`src/rtl/core/asfr_pkg.sv`:
```
// shared types and constants of the addressed serial frame receiver
package asfr_pkg;

  // frame layout
  localparam logic [7:0] HDR0           = 8'hFA;
  localparam logic [7:0] HDR1           = 8'hF5;
  localparam int         TRAILER_OFFSET = 5;
  localparam int         POS_LIMIT      = 251;
  localparam int         MAX_FRAME      = 256;

  // largest length that keeps the whole frame inside both limits
  localparam int LEN_LIMIT = (MAX_FRAME - TRAILER_OFFSET < POS_LIMIT)
                             ? (MAX_FRAME - TRAILER_OFFSET) : POS_LIMIT;
  localparam logic [7:0] MIN_LENGTH = 8'd2;

  // byte positions within a frame
  localparam logic [7:0] POS_HUNT    = 8'd0;
  localparam logic [7:0] POS_HDR1    = 8'd1;
  localparam logic [7:0] POS_LEN_HI  = 8'd2;
  localparam logic [7:0] POS_LEN_LO  = 8'd3;
  localparam logic [7:0] POS_ADDR_HI = 8'd4;
  localparam logic [7:0] POS_ADDR_LO = 8'd5;
  localparam logic [7:0] POS_PAYLOAD = 8'd6;
  localparam logic [7:0] LAST_OFFSET = 8'd4;

  // configuration register indexes
  localparam logic [1:0] CFG_OWN_ADDRESS   = 2'd0;
  localparam logic [1:0] CFG_FIXED_ADDRESS = 2'd1;
  localparam logic [1:0] CFG_MAX_LENGTH    = 2'd2;

  typedef struct packed {
    logic [15:0] own_address;
    logic [15:0] fixed_address;
    logic [7:0]  max_length;
  } cfg_t;

  typedef struct packed {
    logic [15:0] frame_address;
    logic [7:0]  frame_length;
    logic        checksum_ok;
    logic        is_last;
    logic [7:0]  byte_index;
    logic [7:0]  payload_byte;
  } result_t;

  typedef struct packed {
    logic main_valid;
    logic skid_valid;
  } buf_status_t;

endpackage

```
`src/rtl/core/addressed_serial_frame_receiver.sv`:
```
// top level of the addressed serial frame receiver
//
// channel  dir  signals                        content
// s_axis   in   tvalid tready tdata[7:0]      received byte
// m_axis   out  tvalid tready tdata tlast tuser  payload byte with frame info
// cfg      in   cfg_we cfg_index cfg_data      register writes, no read-back
//
// one item per cycle while s_tready is high; the parser state update and
// result build are combinational between parser state and output registers
// only payload bytes and the checksum byte give a result, one result each
// rst is synchronous active high: hunting for a header, registers at defaults
// a two-entry output buffer keeps s_tready high while one result waits;
// s_tready falls only when both entries hold a result
module addressed_serial_frame_receiver
  import asfr_pkg::*;
(
  input  logic        clk,
  input  logic        rst,
  // input stream
  input  logic        s_tvalid,
  output logic        s_tready,
  input  logic [7:0]  s_tdata,   // rx_byte[7:0]
  // output stream
  output logic        m_tvalid,
  input  logic        m_tready,
  output logic [39:0] m_tdata,   // payload_byte[7:0], byte_index[15:8],
                                 // frame_length[23:16], frame_address[39:24]
  output logic        m_tlast,   // is_last
  output logic        m_tuser,   // checksum_ok
  // configuration writes
  input  logic        cfg_we,
  input  logic [1:0]  cfg_index,
  input  logic [15:0] cfg_data
);

  cfg_t        cfg;
  logic        in_accept;
  logic        result_valid;
  result_t     result;
  result_t     out_data;
  logic        buf_space;
  buf_status_t buf_status;

  // configuration registers; unknown index is ignored
  always_ff @(posedge clk) begin
    if (rst) begin
      cfg.own_address   <= 16'd1;
      cfg.fixed_address <= 16'hFFFF;
      cfg.max_length    <= 8'd251;
    end else if (cfg_we) begin
      case (cfg_index)
        CFG_OWN_ADDRESS:   cfg.own_address   <= cfg_data;
        CFG_FIXED_ADDRESS: cfg.fixed_address <= cfg_data;
        CFG_MAX_LENGTH:    cfg.max_length    <= cfg_data[7:0];
        default: ;
      endcase
    end
  end

  // input is taken whenever the skid entry is free
  assign s_tready  = buf_space;
  assign in_accept = s_tvalid && s_tready;

  asfr_parser u_parser (
    .clk          (clk),
    .rst          (rst),
    .cfg          (cfg),
    .accept       (in_accept),
    .rx_byte      (s_tdata),
    .result_valid (result_valid),
    .result       (result)
  );

  asfr_out_buf u_out_buf (
    .clk       (clk),
    .rst       (rst),
    .push      (in_accept && result_valid),
    .push_data (result),
    .space     (buf_space),
    .pop_ready (m_tready),
    .out_valid (m_tvalid),
    .out_data  (out_data),
    .status    (buf_status)
  );

  // pack result fields onto the stream
  assign m_tdata = {out_data.frame_address, out_data.frame_length,
                    out_data.byte_index, out_data.payload_byte};
  assign m_tlast = out_data.is_last;
  assign m_tuser = out_data.checksum_ok;

`ifndef SYNTHESIS
  // skid entry only fills behind a held main entry
  a_skid_behind_main: assert property (@(posedge clk) disable iff (rst)
    buf_status.skid_valid |-> buf_status.main_valid)
    else $error("skid entry valid without main entry");

  // a result pushed into a full buffer would be lost
  a_no_push_when_full: assert property (@(posedge clk) disable iff (rst)
    buf_status.skid_valid |-> !in_accept)
    else $error("input accepted while output buffer full");

  // checksum verdict only on the last byte
  a_verdict_on_last: assert property (@(posedge clk) disable iff (rst)
    (m_tvalid && m_tuser) |-> m_tlast)
    else $error("checksum flag on a non-last item");

  // the last byte sits at length plus four
  a_last_position: assert property (@(posedge clk) disable iff (rst)
    (m_tvalid && m_tlast) |-> (m_tdata[15:8] == m_tdata[23:16] + LAST_OFFSET))
    else $error("last item at wrong position");
`endif

endmodule

```
`src/rtl/core/asfr_parser.sv`:
```
// frame parser: position tracking, length and address checks, checksum
module asfr_parser
  import asfr_pkg::*;
(
  input  logic       clk,
  input  logic       rst,
  input  cfg_t       cfg,
  input  logic       accept,
  input  logic [7:0] rx_byte,
  output logic       result_valid,
  output result_t    result
);

  logic [7:0]  position, position_next;
  logic [7:0]  length_hi, length_hi_next;
  logic [7:0]  length_lo, length_lo_next;
  logic [15:0] address, address_next;
  logic [7:0]  xor_accum, xor_accum_next;

  logic        length_ok;
  logic        address_ok;
  logic [7:0]  last_pos;
  logic        at_last;

  assign length_ok = (length_hi == 8'd0) && (rx_byte >= MIN_LENGTH) &&
                     (rx_byte <= cfg.max_length) && (rx_byte <= 8'(LEN_LIMIT));
  assign address_ok = ({address[15:8], rx_byte} == cfg.fixed_address) ||
                      ({address[15:8], rx_byte} == 16'd0) ||
                      ({address[15:8], rx_byte} == cfg.own_address);
  assign last_pos = length_lo + LAST_OFFSET;
  assign at_last  = position >= last_pos;

  always_comb begin
    position_next  = position;
    length_hi_next = length_hi;
    length_lo_next = length_lo;
    address_next   = address;
    xor_accum_next = xor_accum ^ rx_byte;
    result_valid   = 1'b0;
    case (position)
      POS_HUNT: begin
        xor_accum_next = rx_byte;
        if (rx_byte == HDR0) position_next = POS_HDR1;
      end
      POS_HDR1: begin
        position_next = (rx_byte == HDR1) ? POS_LEN_HI : POS_HUNT;
      end
      POS_LEN_HI: begin
        length_hi_next = rx_byte;
        position_next  = POS_LEN_LO;
      end
      POS_LEN_LO: begin
        length_lo_next = rx_byte;
        position_next  = length_ok ? POS_ADDR_HI : POS_HUNT;
      end
      POS_ADDR_HI: begin
        address_next  = {rx_byte, 8'd0};
        position_next = POS_ADDR_LO;
      end
      POS_ADDR_LO: begin
        address_next  = {address[15:8], rx_byte};
        position_next = address_ok ? POS_PAYLOAD : POS_HUNT;
      end
      default: begin
        result_valid  = 1'b1;
        position_next = at_last ? POS_HUNT : position + 8'd1;
      end
    endcase
  end

  always_comb begin
    result.payload_byte  = rx_byte;
    result.byte_index    = position;
    result.is_last       = at_last;
    result.checksum_ok   = at_last && (xor_accum == rx_byte);
    result.frame_length  = length_lo;
    result.frame_address = address;
  end

  always_ff @(posedge clk) begin
    if (rst) begin
      position  <= POS_HUNT;
      length_hi <= 8'd0;
      length_lo <= 8'd0;
      address   <= 16'd0;
      xor_accum <= 8'd0;
    end else if (accept) begin
      position  <= position_next;
      length_hi <= length_hi_next;
      length_lo <= length_lo_next;
      address   <= address_next;
      xor_accum <= xor_accum_next;
    end
  end

endmodule

```
`src/rtl/core/asfr_out_buf.sv`:
```
// two-entry output register with skid stage for result items
module asfr_out_buf
  import asfr_pkg::*;
(
  input  logic        clk,
  input  logic        rst,
  input  logic        push,
  input  result_t     push_data,
  output logic        space,
  input  logic        pop_ready,
  output logic        out_valid,
  output result_t     out_data,
  output buf_status_t status
);

  logic    main_valid;
  logic    skid_valid;
  result_t skid_data;
  logic    pop;

  assign pop       = main_valid && pop_ready;
  assign space     = !skid_valid;
  assign out_valid = main_valid;
  assign status.main_valid = main_valid;
  assign status.skid_valid = skid_valid;

  always_ff @(posedge clk) begin
    if (rst) begin
      main_valid <= 1'b0;
      skid_valid <= 1'b0;
    end else begin
      if (skid_valid) begin
        if (pop) begin
          main_valid <= 1'b1;
          skid_valid <= 1'b0;
        end
      end else if (main_valid) begin
        if (push && !pop) skid_valid <= 1'b1;
        else if (!push && pop) main_valid <= 1'b0;
      end else if (push) begin
        main_valid <= 1'b1;
      end
    end
  end

  always_ff @(posedge clk) begin
    if (skid_valid) begin
      if (pop) out_data <= skid_data;
    end else if (push && (!main_valid || pop)) begin
      out_data <= push_data;
    end
    if (!skid_valid && main_valid && push && !pop) skid_data <= push_data;
  end

endmodule

```
`config.mk`:
```
export PLATFORM = sky130hd
export DESIGN_NAME = addressed_serial_frame_receiver
export DESIGN_NICKNAME = d
export VERILOG_FILES = /design/src/rtl/core/asfr_pkg.sv /design/src/rtl/core/addressed_serial_frame_receiver.sv /design/src/rtl/core/asfr_parser.sv /design/src/rtl/core/asfr_out_buf.sv
export SDC_FILE = /design/constraint.sdc
export NUM_CORES = 1
export LEC_CHECK = 0
export BUFFER_PORTS_ARGS = -buffer_cell sky130_fd_sc_hd__buf_4
export CORE_UTILIZATION = 59
export DETAILED_ROUTE_END_ITERATION = 16
export PLACE_DENSITY_LB_ADDON = 0.12
export SETUP_SLACK_MARGIN = 0.1
export SYNTH_ARGS = -nofsm -noshare
export SYNTH_HDL_FRONTEND = slang
export SYNTH_SLANG_ARGS = --single-unit
export TNS_END_PERCENT = 100
```
`constraint.sdc`:
```
create_clock -name clk -period 4.9 [get_ports clk]
set_input_delay 0.98 -clock clk [delete_from_list [all_inputs] [get_ports clk]]
set_output_delay 0.98 -clock clk [all_outputs]
set_load 0.05 [all_outputs]
```
==> reports/qor.txt <==
status = completed
layout cell share with drive strength beyond 1 = 0.208
most numerous cell in the Yosys netlist = nand2_1
CTS buffer count = 17
CP max stage cell = dfxtp_2
crit path launch type = flop
H-tree depth reported by CTS = 4
post-synthesis register bit count = 174
buffer levels on the longest clock path = 2
worst-margin pin slew = 1120 ps
Antenna Cells = 0
critical path buffer and inverter count = 2
Root Buffer = clkbuf_16
nets@finish = 781
Initial Util = 0.617
CP peak stage delay = 1070 ps
Setup crit start = u_out_buf.skid_valid
via count = 5169
largest fanout on the critical path = 50
Mapped Area = 7540 sq um
Post-synth EDFFs = 84
first-pass detailed-route iteration total = 4
switch share = 0.260
initial DRC count = 364
row count = 40
Syn Area/Cell = 11.3 sq um
Routed Antenna Nets = 0
Avg Vias per Cell = 5.68
final hold vios = 0
area delta synth->final = 17.4%
fin util = 0.725
CP cell instances = inv_1, buf_4
Port Buf Inserts = 74
GRT Resource Usage Total = 0.268
Wirelength per Cell = 17.9 um
Synth Net Count = 721
R2R Path Start = u_parser.position[0]
Tcrit/Tclk final = 0.629
FF-to-FF path depth = 8
Yosys warning total = 0
Die Height = 115 um
IR drop worst, VDD = 0.229 mV
Comb pwr share = 0.153
Post-Route WL = 16.3 mm
vias in the first global route = 5149
Die ar. = 13200 sq um
CTS tree = done
footprint of the multi-input gates = 3020 sq um
sequential area share after synthesis = 0.574
HPWL Detailed = 10.5 mm
Synth area leader = edfxtp_1
Die W = 115 um
first-pass GRT wire length = 26.4 mm
initial antenna violation count = 0
Seq pwr share = 0.452
clock network fraction of design power = 0.395
Final Wtd Congestion = 0.823
Psw = 963 uW
largest net degree at the start of global routing = 87
min-delay src = u_parser.address[5]
top-area cell type share of the netlist area = 0.335
RSZ-0062 raised after global routing = no
fmax = 325 MHz
Critical Path RT = 3920 ps
Reg clk slew, reported paths = 60 ps
critical path type = flop to primary output
Filler cells = 894
synth top area cells = edfxtp_1 33%, dfxtp_1 24%, mux2_2 5.5%, xor2_1 5.3%, nand2_1 4.7%
final worst slack = 1820 ps
PD cells = 418 nW/um^2
Clock Skews = 4.58 ps
internal power = 2740 uW
DRC viols = 0
post-cts resize count = 0
post-route minimum period = 3080 ps
arrival time at the worst endpoint = 2100 ps
setup_tns = 0 ps
Post-CTS Setup Repair Bufs = 0
FF+latch area = 4330 sq um
Slew headroom = 0.251
top cells by count, synth = 94 x nand2_1, 90 x dfxtp_1, 84 x edfxtp_1, 60 x nor2_1, 46 x xor2_1
core area = 12200 sq um
critical path depth = 2
Hold Crit Depth = 0
Synth cell types = 54
clk_lat worst skew = 430 ps
Synth Flop Type = dfxtp_1
Final Setup Violations = 0
Hold Path Class = flop to flop
static leakage = 0.00371 uW
clock sinks = 174
Worst R2R Setup Slack = 2130 ps
CP delay by family, top = flip-flops
pre-CTS setup slack = 2050 ps
num ports = 75
Synth Instances = 669
Max Transition Viols Final = 0
Remaining Overflow, GRT = 0
CP Capture Type = primary output
max-cap violations = 0
Post-CTS Hold Fix Bufs = 0
Async SR Flop Fraction = 0
## cell type report
type | instances | area share
sequential | 174 | 0.489
multi-input combinational | 442 | 0.342
timing repair buffer | 77 | 0.0653
clock buffer | 21 | 0.0520
tap | 168 | 0.0238
clock inverter | 11 | 0.0212
inverter | 17 | 0.00721
## metal layers
metal	global-route usage	up-vias	routed length, um
li1	-	2484	-
met1	0.330	2486	6790
met2	0.462	166	8220
met3	0.0580	33	894
met4	0.106	0	408
met5	0	-	0
## per-stage QoR
stage | instances | instance area (sq um) | hold slack (ps) | total power, uW
final | 910 | 8850 | 458 | 3700
after global routing | 910 | 8850 | 477 | 3820
after CTS | 910 | 8850 | 461 | 3720
after detailed placement | 878 | 8200 | 445 | 2260
after global placement | 878 | 8200 | 449 | 2250
after floorplan | 669 | 7540 | 427 | 2100
## cell usage in the layout (no fill, tap or decap), types with 3 or more instances in the layout
cell type  Yosys  routed
a211o_1        6       6
a21oi_1       26      25
a22oi_1        9       9
and2_1         4       3
and3_1         4       4
buf_4          0      77
bufinv_16      0       5
clkbuf_16      0      17
dfxtp_1       90      89
edfxtp_1      84      84
ha_1          21      21
inv_1         17      17
mux2_2        37      37
mux2i_1       22      22
nand2_1       94      94
nand3_1        7       7
nand3b_1      21      21
nand4_1        7       7
nor2_1        60      60
nor2b_1        4       4
nor3_1         4       4
nor4_1        12      12
o21ai_0        9       9
xnor2_1       11      11
xor2_1        46      46
## kinds of logic after synthesis
kind of cell             after synthesis  synth area share
AO/OA/AOI/OAI                         72            0.0627
XOR/XNOR                              57            0.0662
adder cells (fa/ha/maj)               21            0.0349
buffers and inverters                 53            0.0267
flip-flops                           174             0.574
multiplexers                          59            0.0845
AND/OR/NAND/NOR                      233             0.151
## state kept, by name (all words and copies together) (netlist names)
name                  cells
u_parser.address         16
u_out_buf.out_valid       1
cfg                      40
u_out_buf.skid_data      42
u_parser.position         8
u_parser.length_lo        8
u_out_buf.skid_valid      1
u_parser.xor_accum        8
u_parser.length_hi        8
u_out_buf.out_data       42
## power groups by stage
stage | Sequential [uW] | Clock (uW) | Combinational (uW)
6_report | 1670 | 1460 | 567
5_1_grt | 1680 | 1530 | 609
4_1_cts | 1670 | 1480 | 568
3_5_place_dp | 1700 | 0 | 562
3_3_place_gp | 1700 | 0 | 550
2_1_floorplan | 1830 | 0 | 266
## worst paths after layout
| kind | end |
|---|---|
| min | u_out_buf.skid_data[31] |
| min reg2reg | u_out_buf.skid_data[31] |
| max reg2reg | u_parser.position[1] |
| max | s_tready |
Note: power is estimated with default switching activity, not from simulation.
